--- src/rtl/des_pkg.sv ---
// Shared types, codes and helpers for the double exponential smoother.
`default_nettype none

package des_pkg;

  // Field and register widths
  localparam int unsigned DataW = 32;
  localparam int unsigned GainW = 17;
  localparam int unsigned FuncW = 2;

  // Gain of exactly 1.0 in Q1.16
  localparam logic [GainW-1:0] GAIN_ONE = 17'd65536;

  // Configuration reset values
  localparam logic [GainW-1:0] LEVEL_GAIN_RST = 17'd9830;
  localparam logic [GainW-1:0] TREND_GAIN_RST = 17'd19661;

  // Configuration register indexes
  localparam logic REG_LEVEL_GAIN = 1'b0;
  localparam logic REG_TREND_GAIN = 1'b1;

  // Function codes of an input transaction
  localparam logic [FuncW-1:0] FUNC_NEW    = 2'd0;
  localparam logic [FuncW-1:0] FUNC_REPEAT = 2'd1;
  localparam logic [FuncW-1:0] FUNC_SET    = 2'd2;

  // Sequencer states
  typedef enum logic [2:0] {
    S_IDLE,
    S_MUL1,
    S_ADD1,
    S_DIFF2,
    S_MUL2,
    S_ADD2
  } state_t;

  // Limit a gain to 1.0
  function automatic logic [GainW-1:0] clamp_gain(input logic [GainW-1:0] g);
    clamp_gain = (g > GAIN_ONE) ? GAIN_ONE : g;
  endfunction

  // Saturate a 37-bit signed sum to the signed 32-bit range
  function automatic logic signed [DataW-1:0] sat32(input logic signed [36:0] v);
    logic all_same;
    all_same = (v[36:31] == 6'b000000) || (v[36:31] == 6'b111111);
    if (all_same) begin
      sat32 = v[31:0];
    end else if (v[36]) begin
      sat32 = {1'b1, {(DataW-1){1'b0}}};
    end else begin
      sat32 = {1'b0, {(DataW-1){1'b1}}};
    end
  endfunction

endpackage

`default_nettype wire

--- src/rtl/double_exponential_smoother_top.sv ---
// Holt double exponential smoother: one shared multiplier under a small sequencer.
`default_nettype none

// A new-sample or repeat transaction occupies the block from the accepting edge
// until it can accept again; its steps come from the single 34x18 multiplier,
// used once for the level update and once for the trend update, each followed by
// an add-and-saturate step and separated by a difference step. The result is held
// in an output register, so a new input is taken while a result still waits; the
// final step only stalls when that register is still full. A set-level
// transaction leaves the block idle and gives no result; an unused function code
// is taken and dropped. Gains above 1.0 act as 1.0. Configuration writes are
// taken at any time but are meant for idle periods.
module double_exponential_smoother_top (
  input  wire                               clk,
  input  wire                               rst,
  // Input channel
  input  wire                               sample_valid,
  output logic                              sample_stall,
  input  wire  [des_pkg::FuncW-1:0]         func,
  input  wire  signed [des_pkg::DataW-1:0]  sample,
  // Result channel
  output logic                              result_valid,
  input  wire                               result_stall,
  output logic signed [des_pkg::DataW-1:0]  smoothed,
  output logic signed [des_pkg::DataW-1:0]  trend,
  // Configuration port
  input  wire                               write_enable,
  input  wire                               reg_index,
  input  wire  [des_pkg::GainW-1:0]         write_data
);

  import des_pkg::*;

  state_t state, state_next;

  // Architectural state
  logic signed [DataW-1:0] level;
  logic signed [DataW-1:0] slope;
  logic signed [DataW-1:0] held;
  logic [GainW-1:0]        level_gain;
  logic [GainW-1:0]        trend_gain;

  // Working registers
  logic signed [32:0]      pred;
  logic signed [33:0]      diff;
  logic signed [51:0]      prod;
  logic signed [DataW-1:0] new_level;

  // Control
  logic in_accept;
  logic out_accept;
  logic finish;

  // Datapath nets
  logic signed [DataW-1:0] sel_sample;
  logic signed [32:0]      pred_in;
  logic signed [33:0]      diff_in;
  logic [GainW-1:0]        mul_gain;
  logic signed [51:0]      mul_out;
  logic signed [36:0]      sum_level;
  logic signed [36:0]      sum_trend;
  logic signed [33:0]      diff_trend;

  assign in_accept  = sample_valid && !sample_stall;
  assign out_accept = result_valid && !result_stall;

  // Next state and handshake outputs
  always_comb begin
    state_next   = state;
    sample_stall = 1'b1;
    finish       = 1'b0;
    case (state)
      S_IDLE: begin
        sample_stall = 1'b0;
        if (sample_valid && (func == FUNC_NEW || func == FUNC_REPEAT)) begin
          state_next = S_MUL1;
        end
      end
      S_MUL1:  state_next = S_ADD1;
      S_ADD1:  state_next = S_DIFF2;
      S_DIFF2: state_next = S_MUL2;
      S_MUL2:  state_next = S_ADD2;
      S_ADD2: begin
        if (!result_valid || !result_stall) begin
          finish     = 1'b1;
          state_next = S_IDLE;
        end
      end
      default: state_next = S_IDLE;
    endcase
  end

  always_ff @(posedge clk) begin
    if (rst) begin
      state <= S_IDLE;
    end else begin
      state <= state_next;
    end
  end

  // Prediction and level error at the accepting edge
  assign sel_sample = (func == FUNC_NEW) ? sample : held;
  assign pred_in    = {level[31], level} + {slope[31], slope};
  assign diff_in    = {{2{sel_sample[31]}}, sel_sample} - {pred_in[32], pred_in};

  // Shared multiplier: level gain first, trend gain second
  assign mul_gain = (state == S_MUL1) ? clamp_gain(level_gain) : clamp_gain(trend_gain);
  assign mul_out  = diff * $signed({1'b0, mul_gain});

  // Scaled products floor toward minus infinity through the arithmetic shift
  assign sum_level  = {{4{pred[32]}}, pred} + {prod[51], prod[51:16]};
  assign sum_trend  = {{5{slope[31]}}, slope} + {prod[51], prod[51:16]};
  assign diff_trend = {{2{new_level[31]}}, new_level} - {{2{level[31]}}, level}
                      - {{2{slope[31]}}, slope};

  // Working registers
  always_ff @(posedge clk) begin
    case (state)
      S_IDLE: begin
        pred <= pred_in;
        diff <= diff_in;
      end
      S_MUL1:  prod <= mul_out;
      S_ADD1:  new_level <= sat32(sum_level);
      S_DIFF2: diff <= diff_trend;
      S_MUL2:  prod <= mul_out;
      default: ;
    endcase
  end

  // Level, trend, held sample and gains
  always_ff @(posedge clk) begin
    if (rst) begin
      level      <= '0;
      slope      <= '0;
      held       <= '0;
      level_gain <= LEVEL_GAIN_RST;
      trend_gain <= TREND_GAIN_RST;
    end else begin
      if (write_enable) begin
        if (reg_index == REG_LEVEL_GAIN) begin
          level_gain <= write_data;
        end else begin
          trend_gain <= write_data;
        end
      end
      if (in_accept && func == FUNC_NEW) begin
        held <= sample;
      end
      if (in_accept && func == FUNC_SET) begin
        level <= sample;
      end
      if (finish) begin
        level <= new_level;
        slope <= sat32(sum_trend);
      end
    end
  end

  // Output register: load on finish, drop once taken
  always_ff @(posedge clk) begin
    if (rst) begin
      result_valid <= 1'b0;
    end else if (finish) begin
      result_valid <= 1'b1;
    end else if (out_accept) begin
      result_valid <= 1'b0;
    end
  end

  always_ff @(posedge clk) begin
    if (finish) begin
      smoothed <= new_level;
      trend    <= sat32(sum_trend);
    end
  end

endmodule

`default_nettype wire

--- config.mk ---
export PLATFORM = sky130hd
export DESIGN_NAME = double_exponential_smoother_top
export DESIGN_NICKNAME = d
export VERILOG_FILES = /design/src/rtl/des_pkg.sv /design/src/rtl/double_exponential_smoother_top.sv
export SDC_FILE = /design/constraint.sdc
export NUM_CORES = 2
export LEC_CHECK = 0
export BUFFER_PORTS_ARGS = -buffer_cell sky130_fd_sc_hd__buf_2
export CAP_MARGIN = 20
export CORE_MARGIN = 2
export CORE_UTILIZATION = 33
export CTS_CLUSTER_SIZE = 16
export DETAILED_ROUTE_END_ITERATION = 8
export PLACE_DENSITY = 0.51
export SLEW_MARGIN = 20
export SYNTH_ARGS = -nofsm -noshare
export SYNTH_HDL_FRONTEND = slang
export SYNTH_SLANG_ARGS = --single-unit
--- constraint.sdc ---
create_clock -name clk -period 8.3 [get_ports clk]
set_input_delay 0.415 -clock clk [delete_from_list [all_inputs] [get_ports clk]]
set_output_delay 0.415 -clock clk [all_outputs]
set_load 0.005 [all_outputs]
After elaboration in Yosys (flattened, before gate mapping)

Index checks and enable logic that the tools add are counted.

Flip-flop bits (word level): 349
Bits of input ports: 57
Output and inout port bits: 66

Add/subtract/negate cells: 6
$mul: 1
$lt $le $gt $ge: 2
Eq/ne operators: 11
Muxes and demuxes: 19
Bitwise gates (word level): 1
Reduce and logical (&&, ||, !) cells: 22

Operators by type and width:

| operator             | number |
|---|---|
| $mux 32              | 7 |
| $pmux 34 s2          | 1 |
| $mul 34x18->52       | 1 |
| $mux 17              | 3 |
| $add 32x36->37       | 1 |
| $add 33x36->37       | 1 |
| $gt 17x17->1 const B | 2 |
| $sub 32x33->34       | 1 |
| $sub 33x32->34       | 1 |
| $add 32x32->33       | 1 |
| $sub 32x32->33       | 1 |
| $pmux 3 s6           | 1 |
| $eq 6x6->1 const B   | 2 |
| $logic_not 6->1      | 2 |
| $eq 3x2->1 const B   | 2 |
| $eq 3x3->1 const B   | 2 |
| $mux 3               | 2 |
| $reduce_and 2->1     | 3 |
| $reduce_bool 2->1    | 3 |
| $logic_and 1x1->1    | 5 |
| $mux 1               | 5 |
| $logic_or 1x1->1     | 4 |
| $eq 3x1->1 const B   | 1 |
| $logic_not 3->1      | 1 |
| other kinds (8)      | 9 |

Depth between registers and ports, before layout

Depth after elaboration: 5
Mapped depth: 32

Least setup slack after synthesis

OpenSTA, ideal clock, no wires.

Kind: reg-to-reg
Start: register state[0]
End: register prod[42], data pin
Setup time: 0.266 ns
Arrival: 7.544 ns
Required time: 8.034 ns
Slack: 0.490 ns
Cell stages (with the launch flop): 28
Path buffers: 3
Cell sequence: dfxtp_1 clkbuf_1 nor2b_1 nand2b_1 a21oi_1 clkbuf_1 a32o_1 clkbuf_1 nand2_1 fa_1 fa_1 fa_1 inv_1 fa_1 fa_1 fa_1 ha_1 a21o_1 a31o_1 a2111oi_2 a21oi_1 or2_1 a21o_1 a31o_4 a21o_1 a2111oi_2 nor3_1 xor2_1

Word-level cells in the longest chain between the ends: 3

RTL lines:

| item                     | RTL line                               | text |
|---|---|---|
| start: declaration       | double_exponential_smoother_top.sv:34  | `state_t state, state_next;` |
| start signal: assignment | double_exponential_smoother_top.sv:97  | `state <= state_next;` |
| $eq 3x1->1               | double_exponential_smoother_top.sv:107 | `assign mul_gain = (state == S_MUL1) ? clamp_gain(level_gain) : clamp_gain(trend_gain);` |
| $mux 17                  | double_exponential_smoother_top.sv:107 |  |
| $mul 34x18->52           | double_exponential_smoother_top.sv:108 | `assign mul_out = diff * $signed({1'b0, mul_gain});` |
| via mul_out[42]          | double_exponential_smoother_top.sv:59  | `logic signed [51:0] mul_out;` |
| end signal: assignment   | double_exponential_smoother_top.sv:123 | `S_MUL1: prod <= mul_out;` |
| end signal: assignment   | double_exponential_smoother_top.sv:126 | `S_MUL2: prod <= mul_out;` |
| end: declaration         | double_exponential_smoother_top.sv:46  | `logic signed [51:0] prod;` |

The timed path passes the listed nets, and every way through them passes these cells.
A chain may end at the register's enable or synchronous reset.

Worst setup path after layout

Start: register trend_gain[8]
End: register prod[42], data pin

Word-level cells in the longest chain between the ends: 4

RTL lines:

| item                     | RTL line                               | text |
|---|---|---|
| start: declaration       | double_exponential_smoother_top.sv:41  | `logic [GainW-1:0] trend_gain;` |
| start signal: assignment | double_exponential_smoother_top.sv:144 | `trend_gain <= write_data;` |
| $gt 17x17->1             | des_pkg.sv:39                          | `clamp_gain = (g > GAIN_ONE) ? GAIN_ONE : g;` |
| $mux 17 (*)              | des_pkg.sv:39                          |  |
| $mux 17 (*)              | double_exponential_smoother_top.sv:107 |  |
| $mul 34x18->52 (*)       | double_exponential_smoother_top.sv:108 |  |
| via mul_out[42]          | double_exponential_smoother_top.sv:59  |  |

Mark *: on every way through the listed nets, which the timed path passes. The rest lies on a longest branch.

==> results.cfg <==
[sta]
clock_skew_ns = 0.0537
finalMaxSlewViolations = 0
max_clock_freq_mhz = 126
worst_hold_slack_ns = 0.0322
finalCriticalPeriod_ns = 7.91
relSlewSlack_pct = 28.9
setup_tns_ns = 0
period_share_pct = 95.3
setup_viol = 0
tightestPinTransition_ns = 1.07
rsz0062_at_grt = no
hold_viol = 0

[clock_network]
cts_buffers = 44
htree_levels = 2
clkSlewWorstSetupHoldPaths_ns = 0.06
clockRootBuffer = clkbuf_16
clk_latency_ns = 0.66
cts_buffer_depth = 3
tritoncts = done
clkSinkCount = 333

[floorplanning]
core_um2 = 125000
pin_count = 123
start_util_pct = 33.2
die_x_um = 359
rows = 130
die_h_um = 359
die_area_um2 = 129000

[setup_path]
crit_type = flip-flop to flip-flop
crit_arrival_ns = 8.26
cp-start-kind = flip-flop
cp_slowest_cell = fa_1
crit_buf_inv = 3
reg2regPathDepth = 26
reg2reg_slack_ns = 0.39
path_common_cell = fa_1
rr_startpoint = trend_gain[8]
path_max_fanout = 34
crit_family = adder cells
critPathMaxStageDelay_ns = 0.60
reg2reg_to = prod[42]
required_ns = 8.66
cp-end-kind = flip-flop

[layout]
antenna_cells = 0
area_growth_pct = 11.0
drive_gt1_share_pct = 9.76
fin_nets = 5446

[logic_synthesis]
synthTopCellsByCount = inv_1, nand2_1, fa_1
yosys_most_used_dff = edfxtp_1
ys_seq_elements = 333
synth_top_area_share_pct = 28.1
synthDistinctLibCells = 94
synth_area_um2 = 41700
netlist_top_cells_area = fa_1, edfxtp_1, ha_1
synth_top_area_cell = fa_1
synth_cells = 4407
avgSynthCellArea_um2 = 9.46
yosysMostFrequentCell = inv_1
yosysWarnings = 0
synth_edf_count = 199
synth-async-reset-ratio_pct = 0
synth-seq-area-share_pct = 20.8
synth.net_count = 5371

[detailed_routing]
dr.pass1.iters = 6
route.detailed.drc = 0
wirelength_mm = 121
drtAntennaViolNets = 0
avgViaCountPerCell = 4.97
drtIter0Drc = 1801
wl_per_cell_um = 19.5
num_vias = 30700

[placement]
io_buffers = 122
dp_hpwl_mm = 95.3
gp_congestion = 0.881

[worst_hold_path]
hold_end = trend_gain[2]
min_from = write_data[2]
hold_depth = 3
hp-class = input pin to flip-flop

[global_route]
grt_pass1_vias = 31800
antenna_found_initial = 3
grtUsageTotal_pct = 18.7
grt_max_degree = 79
grt.overflow.total = 0
grt_pass1_wl_mm = 189

[outcome]
status = complete, no violations

[flow_run]
drv_cap = 0
cell families after synthesis:
kind of cell / Yosys count / synth area share (%)
XOR/XNOR: 184 / 3.90
flip-flops: 333 / 20.8
multiplexers: 74 / 1.87
adder cells (fa/ha/maj): 907 / 37.8
buffers and inverters: 894 / 8.27
AO/OA/AOI/OAI: 779 / 13.2
AND/OR/NAND/NOR: 1236 / 14.2
layout by cell type (no fill, tap or decap), drive strengths merged, types with 21 or more instances in the layout:
cell,count
inv,716
nand2,587
fa,585
ha,322
a21oi,249
and2,213
edfxtp,199
buf,196
nor2,149
o21ai,143
dfxtp,134
a21o,131
xnor2,108
xor2,76
nor2b,65
clkbuf,59
a211oi,48
mux2i,42
nand2b,37
nand3,33
mux2,32
nor3,29
nand4,28
a31oi,26
o21bai,23
o21a,22
a311oi,21
layout make-up:
cell class              instances  area [µm²]
fillers                     12600       79200
multi-input cells            3180       29700
flip-flops and latches        333        8660
inverters                     713        2680
well taps                    1650        2060
repair buffers                210        1490
clock buffers                  57        1290
clock inverters                25         397
metrics by stage:
stage | setup slack [ns] | cell area [µm²] | cells | utilization [%]
5_1_grt | 0.0125 | 46200 | 6168 | 36.9
6_report | 0.393 | 46200 | 6168 | 36.9
3_5_place_dp | 0.408 | 44300 | 6071 | 35.4
4_1_cts | 0.346 | 46100 | 6165 | 36.8
2_1_floorplan | 0.490 | 41700 | 4407 | -
3_3_place_gp | 0.461 | 44300 | 6070 | 35.3
per-layer routing:
layer  vias to the layer above  global-route usage, %  part of all wire (%)
met3                       116                   2.15                   4.6
met2                       672                   29.5                    44
li1                      14400                      -                     -
met1                     15400                   27.7                    49
met5                         -                      0                 0.019
met4                         4                   3.67                   1.7
how the worst max path moves through the flow:
stage,startpoint,to,slack [ns],cells after the start
6_report,trend_gain[8],prod[42],0.39,26
4_1_cts,trend_gain[8],prod[42],0.35,26
5_1_grt,state[1],prod[42],0.01,28
3_5_place_dp,trend_gain[8],prod[42],0.41,26
3_3_place_gp,level_gain[8],prod[42],0.46,26
2_1_floorplan,state[0],prod[42],0.49,27
flip-flops by register name, summed over array words and instances, names as in the netlist:
register and count:
prod 36, diff 34, pred 33, held 32
level 32, new_level 32, slope 32, smoothed 32
trend 32, level_gain 17, trend_gain 17, state 3
result_valid 1
worst register-to-register path: stages (launching register included):
cell and delay (ns):
dfxtp_1 0.32, nor4_1 0.37, nand4_1 0.13, a21oi_1 0.16, buf_4 0.21, a22o_1 0.24, buf_12 0.24, nand2_1 0.12
fa_1 0.55, inv_1 0.05, fa_1 0.48, fa_1 0.60, fa_1 0.47, fa_1 0.55, fa_1 0.43, ha_1 0.35
a21o_1 0.22, a31o_1 0.22, a2111oi_2 0.30, a21oi_1 0.13, or2_1 0.23, a21o_1 0.19, a31o_4 0.25, a21o_1 0.21
a2111oi_2 0.36, nor3_1 0.10, xor2_1 0.14
timing repair:
action                                 4_1_cts  5_1_grt
endpoints found under the hold margin       12        0
hold buffers                                12        0
setup endpoints to repair                    0        2
setup buffers                                0        1
gates resized for setup                      0        8
Power is not shown: default switching activity piles up to over one toggle a cycle in this logic, so the estimate is an artifact.
